===== src/accel_tilt_attitude_filter_macros.svh =====
// Assertion macros shared by the filter RTL.
`ifndef ACCEL_TILT_ATTITUDE_FILTER_MACROS_SVH
`define ACCEL_TILT_ATTITUDE_FILTER_MACROS_SVH
`ifndef ASSERT_OFF
// Property checked on every clock edge outside reset.
`define ATAF_ASSERT(label, prop) \
	label: assert property (@(posedge clk) disable iff (!arst_n) prop) \
		else $error("ataf: check failed");
// Condition in one cycle implies a condition in the next.
`define ATAF_ASSERT_NEXT(label, pre, post) \
	label: assert property (@(posedge clk) disable iff (!arst_n) (pre) |=> (post)) \
		else $error("ataf: sequence check failed");
`else
`define ATAF_ASSERT(label, prop)
`define ATAF_ASSERT_NEXT(label, pre, post)
`endif
`endif


===== src/ataf_pkg.sv =====
package ataf_pkg;

	// sequencer states
	typedef enum logic [3:0] {
		ST_IDLE,
		ST_CONV,
		ST_SQ,
		ST_SQRT,
		ST_CINIT,
		ST_CITER,
		ST_CDONE,
		ST_FILT,
		ST_DONE
	} state_t;

	// event codes carried in tuser
	typedef enum logic [1:0] {
		OP_SAMPLE = 2'd0,
		OP_FAIL   = 2'd1,
		OP_RECONF = 2'd2,
		OP_NOP    = 2'd3
	} op_t;

	// configuration register indexes
	typedef enum logic [0:0] {
		CFG_ALPHA = 1'b0,
		CFG_LIMIT = 1'b1
	} cfg_idx_t;

	localparam int CORDIC_STAGES_DEF   = 16;
	localparam int ANGLE_FRAC_BITS_DEF = 8;

	localparam logic [15:0] ALPHA_RESET = 16'd4915;
	localparam logic [15:0] ALPHA_MAX   = 16'd32768;
	localparam logic [7:0]  LIMIT_RESET = 8'd3;
	localparam logic [7:0]  CNT_SAT     = 8'hFF;

	// raw to mg: *125 / 2^11, raw to mrad/s: *139703 / 2^20
	localparam logic signed [18:0] ACC_SCALE  = 19'sd125;
	localparam logic signed [18:0] RATE_SCALE = 19'sd139703;
	localparam int ACC_SHIFT   = 11;
	localparam int RATE_SHIFT  = 20;
	localparam int ALPHA_SHIFT = 15;

	// angles in mrad Q16
	localparam logic signed [29:0] PI_Q16      = 30'sd205887416;
	localparam logic signed [29:0] HALF_PI_Q16 = 30'sd102943708;

	// round(atan(2^-i) * 1000 * 2^16)
	function automatic logic signed [29:0] atan_q16(input logic [4:0] i);
		logic signed [29:0] r;
		begin
			case (i)
				5'd0:    r = 30'sd51471854;
				5'd1:    r = 30'sd30385610;
				5'd2:    r = 30'sd16054922;
				5'd3:    r = 30'sd8149729;
				5'd4:    r = 30'sd4090679;
				5'd5:    r = 30'sd2047334;
				5'd6:    r = 30'sd1023917;
				5'd7:    r = 30'sd511990;
				5'd8:    r = 30'sd255999;
				5'd9:    r = 30'sd128000;
				5'd10:   r = 30'sd64000;
				5'd11:   r = 30'sd32000;
				5'd12:   r = 30'sd16000;
				5'd13:   r = 30'sd8000;
				5'd14:   r = 30'sd4000;
				5'd15:   r = 30'sd2000;
				5'd16:   r = 30'sd1000;
				5'd17:   r = 30'sd500;
				5'd18:   r = 30'sd250;
				5'd19:   r = 30'sd125;
				5'd20:   r = 30'sd62;
				5'd21:   r = 30'sd31;
				5'd22:   r = 30'sd16;
				5'd23:   r = 30'sd8;
				default: r = 30'sd0;
			endcase
			atan_q16 = r;
		end
	endfunction

endpackage


===== src/accel_tilt_attitude_filter.sv =====
// Tilt attitude filter. Each input transfer is an event: a sample (six raw
// readings), a read failure, a reconfigure-done notice or a no-op; each event
// gives exactly one result transfer with scaled readings, smoothed roll and
// pitch in mrad and the link status. A sample runs through one shared 32x19
// multiplier (six scalings, two squares, two filter products), a bit-serial
// square root of 24 steps and two passes through one CORDIC vectoring stage.
// The first sample after reset or reconfiguration skips the filter products
// and seeds the estimates. The input is not ready while an event is in work;
// a finished result sits in an output register until taken.
`include "accel_tilt_attitude_filter_macros.svh"

module accel_tilt_attitude_filter #(
	parameter int CORDIC_STAGES   = ataf_pkg::CORDIC_STAGES_DEF,
	parameter int ANGLE_FRAC_BITS = ataf_pkg::ANGLE_FRAC_BITS_DEF
) (
	input  logic         clk,
	input  logic         arst_n,
	// input events
	input  logic         s_tvalid,
	output logic         s_tready,
	// raw_accel_x, raw_accel_y, raw_accel_z, raw_gyro_x, raw_gyro_y, raw_gyro_z
	input  logic [95:0]  s_tdata,
	// op
	input  logic [1:0]   s_tuser,
	// results
	output logic         m_tvalid,
	input  logic         m_tready,
	// accel_x_mg, accel_y_mg, accel_z_mg, rate_x_mrad_s, rate_y_mrad_s,
	// rate_z_mrad_s, roll_mrad, pitch_mrad, needs_reconfigure, failure_count
	output logic [111:0] m_tdata,
	// sample_valid
	output logic [0:0]   m_tuser,
	// configuration writes
	input  logic         cfg_valid,
	output logic         cfg_ready,
	input  logic [0:0]   cfg_index,
	input  logic [15:0]  cfg_data
);

	localparam int EST_W      = 13 + ANGLE_FRAC_BITS;
	localparam int DLT_W      = EST_W + 1;
	localparam int ROUND_SH   = 16 - ANGLE_FRAC_BITS;
	localparam longint Z_HALF = (64'sd1 << ROUND_SH) >> 1;
	localparam longint PQ     = (64'sd205887416 + Z_HALF) >> ROUND_SH;
	localparam logic signed [DLT_W-1:0] PQ_D  = DLT_W'(PQ);
	localparam logic signed [DLT_W-1:0] PQ2_D = DLT_W'(2 * PQ);
	localparam logic signed [EST_W-1:0] PQ_E  = EST_W'(PQ);
	localparam int SQRT_STEPS = 24;
	localparam int SQRT_TOP   = 46;
	// the counter is sized for the square root steps, which at the default outnumber the CORDIC stages
	localparam int CNT_W      = $clog2(SQRT_STEPS + 1);
	localparam int CW         = 54;

	// round half away from zero, then shift right
	function automatic logic signed [50:0] rnd_shr(input logic signed [50:0] v,
			input int unsigned sh);
		logic [50:0] m;
		logic [50:0] h;
		begin
			m = v[50] ? 51'(-v) : 51'(v);
			h = (51'(1) << sh) >> 1;
			m = (m + h) >> sh;
			rnd_shr = v[50] ? -$signed(m) : $signed(m);
		end
	endfunction

	ataf_pkg::state_t state_q, state_d;

	logic [15:0]              alpha_q;
	logic [7:0]               limit_q;
	logic signed [15:0]       raw_q [6];
	logic [CNT_W-1:0]         cnt_q;
	logic                     pass_q;
	logic signed [50:0]       prod_s1;
	logic signed [31:0]       mul_a;
	logic signed [18:0]       mul_b;
	logic signed [11:0]       acc_q [3];
	logic signed [13:0]       rate_q [3];
	logic [31:0]              sumsq_q;
	logic [47:0]              rem_q;
	logic [47:0]              res_q;
	logic signed [CW-1:0]     cx_q, cy_q;
	logic signed [29:0]       cz_q;
	logic                     zero_q;
	logic signed [EST_W-1:0]  ang_roll_q, ang_pitch_q;
	logic signed [EST_W-1:0]  roll_est_q, pitch_est_q;
	logic                     seeded_q, link_q, valid_q;
	logic [7:0]               err_cnt_q;
	logic                     m_tvalid_q;
	logic [111:0]             m_tdata_q;
	logic [0:0]               m_tuser_q;

	logic                     in_xfer;
	ataf_pkg::op_t            op;
	logic [15:0]              alpha_c;
	logic signed [DLT_W-1:0]  d_roll_raw, d_roll, d_pitch;
	logic signed [DLT_W-1:0]  step;
	logic signed [DLT_W-1:0]  roll_sum;
	logic [2:0]               wb_idx;
	logic [5:0]               sq_sh;
	logic [47:0]              sq_bit, sq_trial;
	logic signed [CW-1:0]     x0, y0, xs0, ys0, cxs, cys;
	logic signed [29:0]       zc;
	logic signed [50:0]       zr;
	logic [7:0]               fail_cnt;
	logic [12:0]              roll_out;
	logic [11:0]              pitch_out;

	assign cfg_ready = 1'b1;
	assign in_xfer   = s_tvalid && s_tready;
	assign op        = ataf_pkg::op_t'(s_tuser);
	assign m_tvalid  = m_tvalid_q;
	assign m_tdata   = m_tdata_q;
	assign m_tuser   = m_tuser_q;

	// configuration registers
	always_ff @(posedge clk or negedge arst_n) begin
		if (!arst_n) begin
			alpha_q <= ataf_pkg::ALPHA_RESET;
			limit_q <= ataf_pkg::LIMIT_RESET;
		end else if (cfg_valid && cfg_ready) begin
			unique case (ataf_pkg::cfg_idx_t'(cfg_index))
				ataf_pkg::CFG_ALPHA: alpha_q <= cfg_data;
				ataf_pkg::CFG_LIMIT: limit_q <= cfg_data[7:0];
				default: ;
			endcase
		end
	end

	// filter deltas, roll takes the short way round
	always_comb begin
		alpha_c    = (alpha_q > ataf_pkg::ALPHA_MAX) ? ataf_pkg::ALPHA_MAX : alpha_q;
		d_roll_raw = DLT_W'(ang_roll_q) - DLT_W'(roll_est_q);
		if (d_roll_raw > PQ_D) begin
			d_roll = d_roll_raw - PQ2_D;
		end else if (d_roll_raw < -PQ_D) begin
			d_roll = d_roll_raw + PQ2_D;
		end else begin
			d_roll = d_roll_raw;
		end
		d_pitch  = DLT_W'(ang_pitch_q) - DLT_W'(pitch_est_q);
		step     = DLT_W'(rnd_shr(prod_s1, ataf_pkg::ALPHA_SHIFT));
		roll_sum = DLT_W'(roll_est_q) + step;
	end

	// square root step, one result bit per cycle
	always_comb begin
		sq_sh    = 6'(SQRT_TOP) - 6'({cnt_q, 1'b0});
		sq_bit   = 48'(1) << sq_sh;
		sq_trial = res_q + sq_bit;
	end

	// CORDIC start vector and shifted terms
	always_comb begin
		if (!pass_q) begin
			x0 = CW'(raw_q[2]);
			y0 = CW'(raw_q[1]);
		end else begin
			x0 = CW'($signed({1'b0, res_q[23:0]}));
			y0 = -(CW'(raw_q[0]) <<< 8);
		end
		xs0 = x0 <<< 24;
		ys0 = y0 <<< 24;
		cxs = cx_q >>> cnt_q;
		cys = cy_q >>> cnt_q;
		if (cz_q > ataf_pkg::PI_Q16) begin
			zc = ataf_pkg::PI_Q16;
		end else if (cz_q < -ataf_pkg::PI_Q16) begin
			zc = -ataf_pkg::PI_Q16;
		end else begin
			zc = cz_q;
		end
		zr = rnd_shr(51'(zc), ROUND_SH);
	end

	assign wb_idx   = 3'(cnt_q - CNT_W'(1));
	assign fail_cnt = (err_cnt_q == ataf_pkg::CNT_SAT) ? err_cnt_q : err_cnt_q + 8'd1;

	// next state, handshake and multiplier operand selection
	always_comb begin
		state_d  = state_q;
		s_tready = 1'b0;
		mul_a    = '0;
		mul_b    = '0;
		unique case (state_q)
			ataf_pkg::ST_IDLE: begin
				s_tready = 1'b1;
				if (s_tvalid) begin
					if (op == ataf_pkg::OP_SAMPLE && !link_q) begin
						state_d = ataf_pkg::ST_CONV;
					end else begin
						state_d = ataf_pkg::ST_DONE;
					end
				end
			end
			ataf_pkg::ST_CONV: begin
				if (cnt_q < CNT_W'(6)) begin
					mul_a = 32'(raw_q[cnt_q[2:0]]);
					mul_b = (cnt_q < CNT_W'(3)) ? ataf_pkg::ACC_SCALE : ataf_pkg::RATE_SCALE;
				end else begin
					state_d = ataf_pkg::ST_SQ;
				end
			end
			ataf_pkg::ST_SQ: begin
				if (cnt_q == CNT_W'(0)) begin
					mul_a = 32'(raw_q[1]);
					mul_b = 19'(raw_q[1]);
				end else if (cnt_q == CNT_W'(1)) begin
					mul_a = 32'(raw_q[2]);
					mul_b = 19'(raw_q[2]);
				end else begin
					state_d = ataf_pkg::ST_SQRT;
				end
			end
			ataf_pkg::ST_SQRT: begin
				if (cnt_q == CNT_W'(SQRT_STEPS - 1)) begin
					state_d = ataf_pkg::ST_CINIT;
				end
			end
			ataf_pkg::ST_CINIT: state_d = ataf_pkg::ST_CITER;
			ataf_pkg::ST_CITER: begin
				if (cnt_q == CNT_W'(CORDIC_STAGES - 1)) begin
					state_d = ataf_pkg::ST_CDONE;
				end
			end
			ataf_pkg::ST_CDONE: begin
				state_d = pass_q ? ataf_pkg::ST_FILT : ataf_pkg::ST_CINIT;
			end
			ataf_pkg::ST_FILT: begin
				mul_b = 19'($signed({1'b0, alpha_c}));
				if (cnt_q == CNT_W'(0)) begin
					mul_a = 32'(d_roll);
				end else begin
					mul_a = 32'(d_pitch);
				end
				if (!seeded_q || cnt_q == CNT_W'(2)) begin
					state_d = ataf_pkg::ST_DONE;
				end
			end
			ataf_pkg::ST_DONE: begin
				if (!m_tvalid_q || m_tready) begin
					state_d = ataf_pkg::ST_IDLE;
				end
			end
			default: state_d = ataf_pkg::ST_IDLE;
		endcase
	end

	always_ff @(posedge clk or negedge arst_n) begin
		if (!arst_n) begin
			state_q <= ataf_pkg::ST_IDLE;
		end else begin
			state_q <= state_d;
		end
	end

	// shared multiplier, registered
	always_ff @(posedge clk) begin
		prod_s1 <= 51'(mul_a * mul_b);
	end

	// step counter and CORDIC pass
	always_ff @(posedge clk or negedge arst_n) begin
		if (!arst_n) begin
			cnt_q  <= '0;
			pass_q <= 1'b0;
		end else begin
			if (state_d != state_q) begin
				cnt_q <= '0;
			end else begin
				cnt_q <= cnt_q + CNT_W'(1);
			end
			if (state_q == ataf_pkg::ST_IDLE) begin
				pass_q <= 1'b0;
			end else if (state_q == ataf_pkg::ST_CDONE) begin
				pass_q <= 1'b1;
			end
		end
	end

	// scaled readings, held until the next converted sample
	always_ff @(posedge clk or negedge arst_n) begin
		if (!arst_n) begin
			for (int k = 0; k < 3; k++) begin
				acc_q[k]  <= '0;
				rate_q[k] <= '0;
			end
		end else if (state_q == ataf_pkg::ST_CONV && cnt_q != CNT_W'(0)) begin
			case (wb_idx)
				3'd0, 3'd1, 3'd2:
					acc_q[wb_idx[1:0]] <= 12'(rnd_shr(prod_s1, ataf_pkg::ACC_SHIFT));
				default:
					rate_q[2'(wb_idx - 3'd3)] <= 14'(rnd_shr(prod_s1, ataf_pkg::RATE_SHIFT));
			endcase
		end
	end

	// datapath: readings, square root, CORDIC, angles
	always_ff @(posedge clk) begin
		if (state_q == ataf_pkg::ST_IDLE && in_xfer) begin
			for (int k = 0; k < 6; k++) begin
				raw_q[k] <= s_tdata[16*k +: 16];
			end
		end
		if (state_q == ataf_pkg::ST_SQ) begin
			if (cnt_q == CNT_W'(1)) begin
				sumsq_q <= prod_s1[31:0];
			end else if (cnt_q == CNT_W'(2)) begin
				rem_q <= {sumsq_q + prod_s1[31:0], 16'b0};
				res_q <= '0;
			end
		end
		if (state_q == ataf_pkg::ST_SQRT) begin
			if (rem_q >= sq_trial) begin
				rem_q <= rem_q - sq_trial;
				res_q <= (res_q >> 1) + sq_bit;
			end else begin
				res_q <= res_q >> 1;
			end
		end
		if (state_q == ataf_pkg::ST_CINIT) begin
			zero_q <= (x0 == '0) && (y0 == '0);
			if (xs0 < 0) begin
				if (ys0 >= 0) begin
					cx_q <= ys0;
					cy_q <= -xs0;
					cz_q <= ataf_pkg::HALF_PI_Q16;
				end else begin
					cx_q <= -ys0;
					cy_q <= xs0;
					cz_q <= -ataf_pkg::HALF_PI_Q16;
				end
			end else begin
				cx_q <= xs0;
				cy_q <= ys0;
				cz_q <= '0;
			end
		end
		if (state_q == ataf_pkg::ST_CITER) begin
			if (cy_q >= 0) begin
				cx_q <= cx_q + cys;
				cy_q <= cy_q - cxs;
				cz_q <= cz_q + ataf_pkg::atan_q16(5'(cnt_q));
			end else begin
				cx_q <= cx_q - cys;
				cy_q <= cy_q + cxs;
				cz_q <= cz_q - ataf_pkg::atan_q16(5'(cnt_q));
			end
		end
		if (state_q == ataf_pkg::ST_CDONE) begin
			if (!pass_q) begin
				ang_roll_q <= zero_q ? '0 : EST_W'(zr);
			end else begin
				ang_pitch_q <= zero_q ? '0 : EST_W'(zr);
			end
		end
	end

	// estimates and link status
	always_ff @(posedge clk or negedge arst_n) begin
		if (!arst_n) begin
			roll_est_q  <= '0;
			pitch_est_q <= '0;
			seeded_q    <= 1'b0;
			link_q      <= 1'b0;
			valid_q     <= 1'b0;
			err_cnt_q   <= '0;
		end else begin
			if (state_q == ataf_pkg::ST_IDLE && in_xfer) begin
				case (op)
					ataf_pkg::OP_SAMPLE: begin
						if (link_q) begin
							valid_q <= 1'b0;
						end
					end
					ataf_pkg::OP_FAIL: begin
						valid_q   <= 1'b0;
						err_cnt_q <= fail_cnt;
						if (fail_cnt >= limit_q) begin
							link_q <= 1'b1;
						end
					end
					ataf_pkg::OP_RECONF: begin
						err_cnt_q <= '0;
						valid_q   <= 1'b0;
						link_q    <= 1'b0;
						seeded_q  <= 1'b0;
					end
					default: ;
				endcase
			end
			if (state_q == ataf_pkg::ST_FILT) begin
				if (!seeded_q) begin
					roll_est_q  <= ang_roll_q;
					pitch_est_q <= ang_pitch_q;
				end else if (cnt_q == CNT_W'(1)) begin
					if (roll_sum > PQ_D) begin
						roll_est_q <= EST_W'(roll_sum - PQ2_D);
					end else if (roll_sum < -PQ_D) begin
						roll_est_q <= EST_W'(roll_sum + PQ2_D);
					end else begin
						roll_est_q <= EST_W'(roll_sum);
					end
				end else if (cnt_q == CNT_W'(2)) begin
					pitch_est_q <= EST_W'(DLT_W'(pitch_est_q) + step);
				end
				if (!seeded_q || cnt_q == CNT_W'(2)) begin
					seeded_q  <= 1'b1;
					valid_q   <= 1'b1;
					err_cnt_q <= '0;
				end
			end
		end
	end

	// estimates rounded to whole mrad for the result
	assign roll_out  = 13'(rnd_shr(51'(roll_est_q), ANGLE_FRAC_BITS));
	assign pitch_out = 12'(rnd_shr(51'(pitch_est_q), ANGLE_FRAC_BITS));

	// output register
	always_ff @(posedge clk or negedge arst_n) begin
		if (!arst_n) begin
			m_tvalid_q <= 1'b0;
		end else if (state_q == ataf_pkg::ST_DONE && (!m_tvalid_q || m_tready)) begin
			m_tvalid_q <= 1'b1;
		end else if (m_tready) begin
			m_tvalid_q <= 1'b0;
		end
	end

	always_ff @(posedge clk) begin
		if (state_q == ataf_pkg::ST_DONE && (!m_tvalid_q || m_tready)) begin
			m_tdata_q <= {err_cnt_q, link_q, pitch_out, roll_out,
				rate_q[2], rate_q[1], rate_q[0], acc_q[2], acc_q[1], acc_q[0]};
			m_tuser_q <= valid_q;
		end
	end

	`ATAF_ASSERT(a_valid_clears_count, valid_q |-> (err_cnt_q == 8'd0))
	`ATAF_ASSERT(a_link_needs_failures, link_q |-> (err_cnt_q != 8'd0))
	`ATAF_ASSERT(a_roll_in_range, (roll_est_q <= PQ_E) && (roll_est_q >= -PQ_E))
	`ATAF_ASSERT(a_cordic_bound, (state_q == ataf_pkg::ST_CITER) |-> (cnt_q < CNT_W'(CORDIC_STAGES)))
	`ATAF_ASSERT_NEXT(a_sample_starts, in_xfer && (op == ataf_pkg::OP_SAMPLE) && !link_q, state_q == ataf_pkg::ST_CONV)

endmodule


===== config.mk =====
export PLATFORM = sky130hd
export DESIGN_NAME = accel_tilt_attitude_filter
export DESIGN_NICKNAME = d
export VERILOG_FILES = /design/src/ataf_pkg.sv /design/src/accel_tilt_attitude_filter.sv
export VERILOG_INCLUDE_DIRS = /design/src /design/src/src
export SDC_FILE = /design/constraint.sdc
export NUM_CORES = 2
export LEC_CHECK = 0
export ABC_CLOCK_PERIOD_IN_PS = 30100
export BUFFER_PORTS_ARGS = -buffer_cell sky130_fd_sc_hd__buf_2
export CAP_MARGIN = 0
export CORE_UTILIZATION = 50
export CTS_CLUSTER_DIAMETER = 120
export CTS_CLUSTER_SIZE = 25
export DETAILED_ROUTE_END_ITERATION = 6
export PLACE_DENSITY = 0.64
export SYNTH_ARGS = -nofsm -noshare
export SYNTH_HDL_FRONTEND = slang
export SYNTH_SLANG_ARGS = --single-unit

===== constraint.sdc =====
create_clock -name clk -period 30.1 [get_ports clk]
set_input_delay 4.515 -clock clk [delete_from_list [all_inputs] [get_ports clk]]
set_output_delay 4.515 -clock clk [all_outputs]
set_load 0.02 [all_outputs]

## After elaboration in Yosys (flattened, before gate mapping)

Memory sizes are Yosys's and may differ from the RTL's.
Cells that the tools add are included.

- Shift operators: 3
- Reductions and logical operators: 39
- Mux-type cells: 105
- Order comparisons: 18
- Add/subtract/negate cells: 42
- Bitwise gates (word level): 5
- Multiply operators: 1
- Eq/ne operators: 23

Operator list:

| cell | number |
|---|---|
| 2-to-1 mux 54 bit | 12 |
| 2-to-1 mux 48 bit | 10 |
| 2-to-1 mux 30 bit | 11 |
| 2-to-1 mux 21 bit | 10 |
| 2-to-1 mux 32 bit | 4 |
| adder 54 bit | 2 |
| >= comparator 54 x 1 -> 1 bit, second input constant | 2 |
| logical NOT 54 bit | 2 |
| negation 54 bit | 2 |
| >>> shifter 54 x 5 -> 54 bit | 2 |
| subtractor 54 bit | 2 |
| one-hot mux 32 bit (3 select lines) | 1 |
| 2-to-1 mux 22 bit | 3 |
| one-hot mux 19 bit (3 select lines) | 1 |
| less-than comparator 54 x 1 -> 1 bit, second input constant | 1 |
| negation 24 -> 54 bit | 1 |
| multiplier 32 x 19 -> 51 bit | 1 |
| adder 47 x 48 -> 48 bit | 1 |
| adder 48 bit | 1 |
| >= comparator 48 bit | 1 |
| << shifter 1 x 6 -> 48 bit, first input constant | 1 |
| subtractor 48 bit | 1 |
| greater-than comparator 22 x 21 -> 1 bit, second input constant | 2 |
| less-than comparator 22 x 21 -> 1 bit, second input constant | 2 |
| other kinds (89) | 160 |

- RAM bits: 96
- Memories kept: 3
- Bits in registers: 639
- Bits in read-only memories: 1,664
- Bits of input ports: 120

Memory list:

| memory | words | bits a word | rd ports | clocked after memory_dff | write ports | RTL line | text |
|---|---|---|---|---|---|---|---|
| (name not given) | 32 | 26 | 1 | 0 | 0 | ataf_pkg.sv:53 | `case (i)` |
| (name not given) | 32 | 26 | 1 | 0 | 0 | ataf_pkg.sv:53 |  |
| raw_q | 6 | 16 | 4 | 0 | 6 | accel_tilt_attitude_filter.sv:71 | `logic signed [15:0] raw_q [6];` |

## Longest topological paths before layout

- Word-level depth: 11
- Gate-level depth with buffers: 48
- Depth with buffers taken out: 46

## Least setup slack after synthesis

Ideal clock, no wire load.

- Path kind: reg2reg
- Start point: register roll_est_q[1]
- End point: register prod_s1[35]
- Arrival time: 10,929 ps
- Library setup time: 72 ps
- Period minus slack after synthesis: 11,001 ps
- Setup slack: 19,099 ps
- Stages on the path, launching flop included: 45
- Path through: dfrtp_1 -> inv_1 -> ha_1 -> nor2b_1 -> o31ai_1 -> a21oi_1 -> o22a_1 -> or4b_2 -> nand3_1 -> a21o_1 -> a31oi_1 -> o2111ai_1 -> and2_1 -> clkbuf_1 -> o22ai_1 -> xnor2_1 -> o21ai_0 -> clkbuf_1 -> [... 9 more ...] -> fa_1 -> inv_1 -> fa_1 -> ha_1 -> ha_1 -> o21ai_0 -> nand2b_1 -> nand2_1 -> nor2_1 -> a21o_1 -> o41ai_1 -> o31ai_1 -> o221ai_1 -> o21ai_0 -> or4b_2 -> a31o_2 -> a21oi_1 -> xnor2_1

- Longest elaborated chain between the ends: 7

RTL lines:

| element | RTL line | text |
|---|---|---|
| start: declaration | accel_tilt_attitude_filter.sv:86 | `logic signed [EST_W-1:0] roll_est_q, pitch_est_q;` |
| start signal: assignment | accel_tilt_attitude_filter.sv:394 | `roll_est_q <= ang_roll_q;` |
| start signal: assignment | accel_tilt_attitude_filter.sv:398 | `roll_est_q <= EST_W'(roll_sum - PQ2_D);` |
| start signal: assignment | accel_tilt_attitude_filter.sv:400 | `roll_est_q <= EST_W'(roll_sum + PQ2_D);` |
| subtractor 21 x 21 -> 22 bit * | accel_tilt_attitude_filter.sv:133 | `d_roll_raw = DLT_W'(ang_roll_q) - DLT_W'(roll_est_q);` |
| adder 22 bit / less-than comparator 22 x 21 -> 1 bit (equally long branches) | accel_tilt_attitude_filter.sv:137, accel_tilt_attitude_filter.sv:136 |  |
| 2-to-1 mux 22 bit | accel_tilt_attitude_filter.sv:136 | `end else if (d_roll_raw < -PQ_D) begin` |
| 2-to-1 mux 22 bit * | accel_tilt_attitude_filter.sv:134 | `if (d_roll_raw > PQ_D) begin` |
| 2-to-1 mux 32 bit * | accel_tilt_attitude_filter.sv:231 | `if (cnt_q == CNT_W'(0)) begin` |
| one-hot mux 32 bit (3 select lines) * | accel_tilt_attitude_filter.sv:185 | `unique case (state_q)` |
| multiplier 32 x 19 -> 51 bit * | accel_tilt_attitude_filter.sv:259 | `prod_s1 <= 51'(mul_a * mul_b);` |
| end signal: assignment | accel_tilt_attitude_filter.sv:259 |  |
| end: declaration | accel_tilt_attitude_filter.sv:74 | `logic signed [50:0] prod_s1;` |

Every way passes the cells marked *; elsewhere a longest branch is shown, timed or not.
A chain may end at the register's enable or synchronous reset.

## Worst setup path after layout

- Start point: register cnt_q[3]
- End point: register prod_s1[36]

- Longest elaborated chain between the ends: 5

RTL lines:

| element | RTL line | text |
|---|---|---|
| start: declaration | accel_tilt_attitude_filter.sv:72 | `logic [CNT_W-1:0] cnt_q;` |
| start signal: assignment | accel_tilt_attitude_filter.sv:271 | `cnt_q <= cnt_q + CNT_W'(1);` |
| less-than comparator 5 x 2 -> 1 bit / == test 5 x 1 -> 1 bit (equally long branches) | accel_tilt_attitude_filter.sv:199, accel_tilt_attitude_filter.sv:208 |  |
| 2-to-1 mux 18 bit, or another cell as far along | accel_tilt_attitude_filter.sv:199 | `mul_b = (cnt_q < CNT_W'(3)) ? ataf_pkg::ACC_SCALE : ataf_pkg::RATE_SCALE;` |
| 2-to-1 mux 18 bit, or another cell as far along | accel_tilt_attitude_filter.sv:197 | `if (cnt_q < CNT_W'(6)) begin` |
| one-hot mux 19 bit (3 select lines) / one-hot mux 32 bit (3 select lines) (equally long branches) | accel_tilt_attitude_filter.sv:185 |  |
| multiplier 32 x 19 -> 51 bit * | accel_tilt_attitude_filter.sv:259 |  |

Marked as above.

==> results.json <==
{
  "run_status": "finished, violations left",
  "failed_checks": "DRC",
  "first_iter_violations": 6781,
  "crit_path_frequent_cell": "fa_1",
  "hold_violations": 0,
  "hold_buffers": 0,
  "core_um2": 156400,
  "synth-edff-count": 470,
  "clockRootBuffer": "clkbuf_16",
  "wirelength_um": 260000,
  "fillers": 14500,
  "final_core_util_pct": 53.29,
  "io_pins": 236,
  "die_area_um2": 159400,
  "place_inst": 10780,
  "p_seq_share_pct": 35.3,
  "first_global_vias": 64440,
  "vias": 67740,
  "cts_tree": "yes",
  "combPwrFrac_pct": 44.9,
  "drt-pass1-iter-count": 7,
  "final_area_um2": 83330,
  "synthTopCellsByArea": "edfxtp_1 (18%), fa_1 (11%), ha_1 (8.5%)",
  "ys_types": 114,
  "layout_commonest_cell": "nand2_1",
  "ys_ff_latch": 722,
  "period_needed_ns": 12.94,
  "clk_pin_slew_ns": 0.11,
  "p_int_mw": 2.013,
  "tightest_slew_ns": 1.305,
  "fin_worst_skew_ns": 0.03495,
  "drc_errors": 20,
  "multi_input_area_um2": 54880,
  "synthToLayoutAreaGrowth_pct": 5.635,
  "layout_common_cells": "nand2_1 (941), nor2_1 (763), inv_1 (687), o21ai_0 (577), ha_1 (536)",
  "wire_per_inst_um": 23.95,
  "cts_made_buffers": 41,
  "path_class": "reg2reg",
  "start_util_pct": 50.44,
  "gp_congestion": 0.9939,
  "rows": 145,
  "tns_ns": 0,
  "p_clk_share_pct": 19.7,
  "ir_drop_v": 0.00005411,
  "worst_path_max_delay_cell": "clkinv_2",
  "track_usage_pct": 32.11,
  "whs_ns": 0.4527,
  "cp_max_fo": 51,
  "placed_cell_area_um2": 81930,
  "grt_pass1_wl_um": 393300,
  "synth.cell_area_um2": 78890,
  "rsz0062_at_grt": "no",
  "yosysSeqAreaShare_pct": 25.35,
  "p_total_mw": 3.459,
  "worstPathRequired_ns": 30.74,
  "fin_nets": 9860,
  "slew_headroom_pct": 12.66,
  "synth_top_area_share_pct": 17.89,
  "dp_hpwl_um": 205400,
  "grt_antenna_before_repair": 24,
  "synth.avg_cell_area_um2": 8.991,
  "overflow": 0,
  "setup_slack_ns": 17.17,
  "htreeDepth": 2,
  "crit_path_max_incr_delay_ns": 0.94,
  "p_per_area_nw_per_um2": 41.51,
  "yosysWarnings": 0,
  "drive_gt1_share_pct": 9.361,
  "ctsResizeCount": 0,
  "seqCellArea_um2": 20020,
  "worst_ep_arrival_time_ns": 13.58,
  "p_switching_mw": 1.447,
  "ys_async_sr_fraction_pct": 22.99,
  "max-clock-path-buffers": 3,
  "setup_viol": 0,
  "die_h_um": 399.2,
  "port_buffers": 234,
  "critical-path-top-delay-family": "adder cells",
  "hold_class": "reg2reg",
  "cts.sinks": 722,
  "p_sw_share_pct": 41.82,
  "start_kind": "flop",
  "grt_max_degree": 84,
  "fmax_ghz": 0.07731,
  "crit_path_end_kind": "flop",
  "yosys.area.top_type": "edfxtp_1",
  "fin_cells": 10860,
  "dp_slack_ns": 17.40,
  "floorplan.die.width_um": 399.2,
  "synth_ff_type": "edfxtp_1",
  "drv_slew": 0,
  "netlist_instances": 8774,
  "power.leakage_nw": 35.75,
  "insertion_delay_ns": 0.70,
  "antenna_left": 0,
  "viasPerCell": 6.241,
  "finalCritPeriodShare_pct": 42.97,
  "post_cts_buffers": 0,
  "critPathBufInv": 5,
  "maxCapViolations": 0
}
[layer usage]
metal  vias up  part of all wire, %  global-route usage, %
li1      31090                    -                      -
met1     33250                   43                  45.37
met2      2903                   44                  49.85
met3       476                  9.2                  6.223
met4        26                  3.1                  9.283
met5         -                0.063                      0
[flip-flops by register name (all words and copies together), names as in the netlist, 30 cells and up]
name	cells
rate_q	42
cy_q	54
sumsq_q	32
rem_q	48
res_q	48
raw_q	96
m_tdata	112
acc_q	36
cz_q	30
cx_q	54
prod_s1	38
[area by class of cell]
| type | count | share of cell area (%) |
|---|---|---|
| diodes | 5 | 0.01501 |
| clock inverters | 19 | 0.3333 |
| inverters | 693 | 3.127 |
| well taps | 2058 | 3.090 |
| flip-flops and latches | 722 | 24.02 |
| repair buffers | 323 | 2.215 |
| clock buffers | 56 | 1.336 |
| multi-input cells | 6979 | 65.86 |
[worst paths after layout]
| kind | from | to | slack [ns] | cells past startpoint |
|---|---|---|---|---|
| setup / recovery | cnt_q[3] | prod_s1[36] | 17.17 | 33 |
| hold / removal | acc_q[34] | m_tdata[10] | 0.45 | 0 |
| setup reg to reg | cnt_q[3] | prod_s1[36] | 17.17 | 33 |
| hold reg to reg | acc_q[34] | m_tdata[10] | 0.45 | 0 |
| max in group asynchronous | arst_n | cnt_q[1] | 25.00 | 2 |
| min in group asynchronous | arst_n | acc_q[20] | 3.74 | 1 |
[worst reg2reg max path, delay by kind of cell, from the launching register on]
family	cells	cell delay, ns
and+or+nand+nor	9	3.26
buffers and inverters	5	2.15
AOI/OAI and AO/OA	10	2.80
xor gates and xnor gates	1	0.13
adders and majority gates	8	3.77
DFF	1	0.81
[Yosys cell counts, types with 67 or more instances]
master / number
dfrtp_1: 157
nor3_1: 153
nand3_1: 165
o21ai_0: 578
clkbuf_1: 287
o31ai_1: 80
nand2_1: 942
nor2_1: 769
nor2b_1: 87
mux4_2: 165
inv_1: 688
a21o_1: 166
ha_1: 536
xor2_1: 289
or3_1: 67
and2_1: 118
nand2b_1: 90
mux2_2: 125
a31oi_1: 124
a21oi_1: 495
a211oi_1: 82
dfxtp_1: 86
edfxtp_1: 470
xnor2_1: 483
mux2i_1: 145
fa_1: 444
[power groups by stage]
stage	logic, mW	clock network (mW)	registers [mW]
after CTS	1.52	0.698	1.22
after detailed placement	1.52	0	1.24
after global routing	1.67	0.726	1.23
after global placement	1.50	0	1.24
after floorplan	1.07	0	1.26
final	1.55	0.682	1.22
[cells by family after synthesis]
family	after synthesis	share of synthesized area, %
flip-flops	722	25.35
XOR/XNOR	773	8.600
AND/OR/NAND/NOR	2699	15.86
buffers and inverters	1078	5.320
AO/OA/AOI/OAI	2083	16.71
other	2	0.009520
multiplexers	436	8.368
adder cells (fa/ha/maj)	981	19.78
No activity file was read; power rests on OpenSTA's default activity.
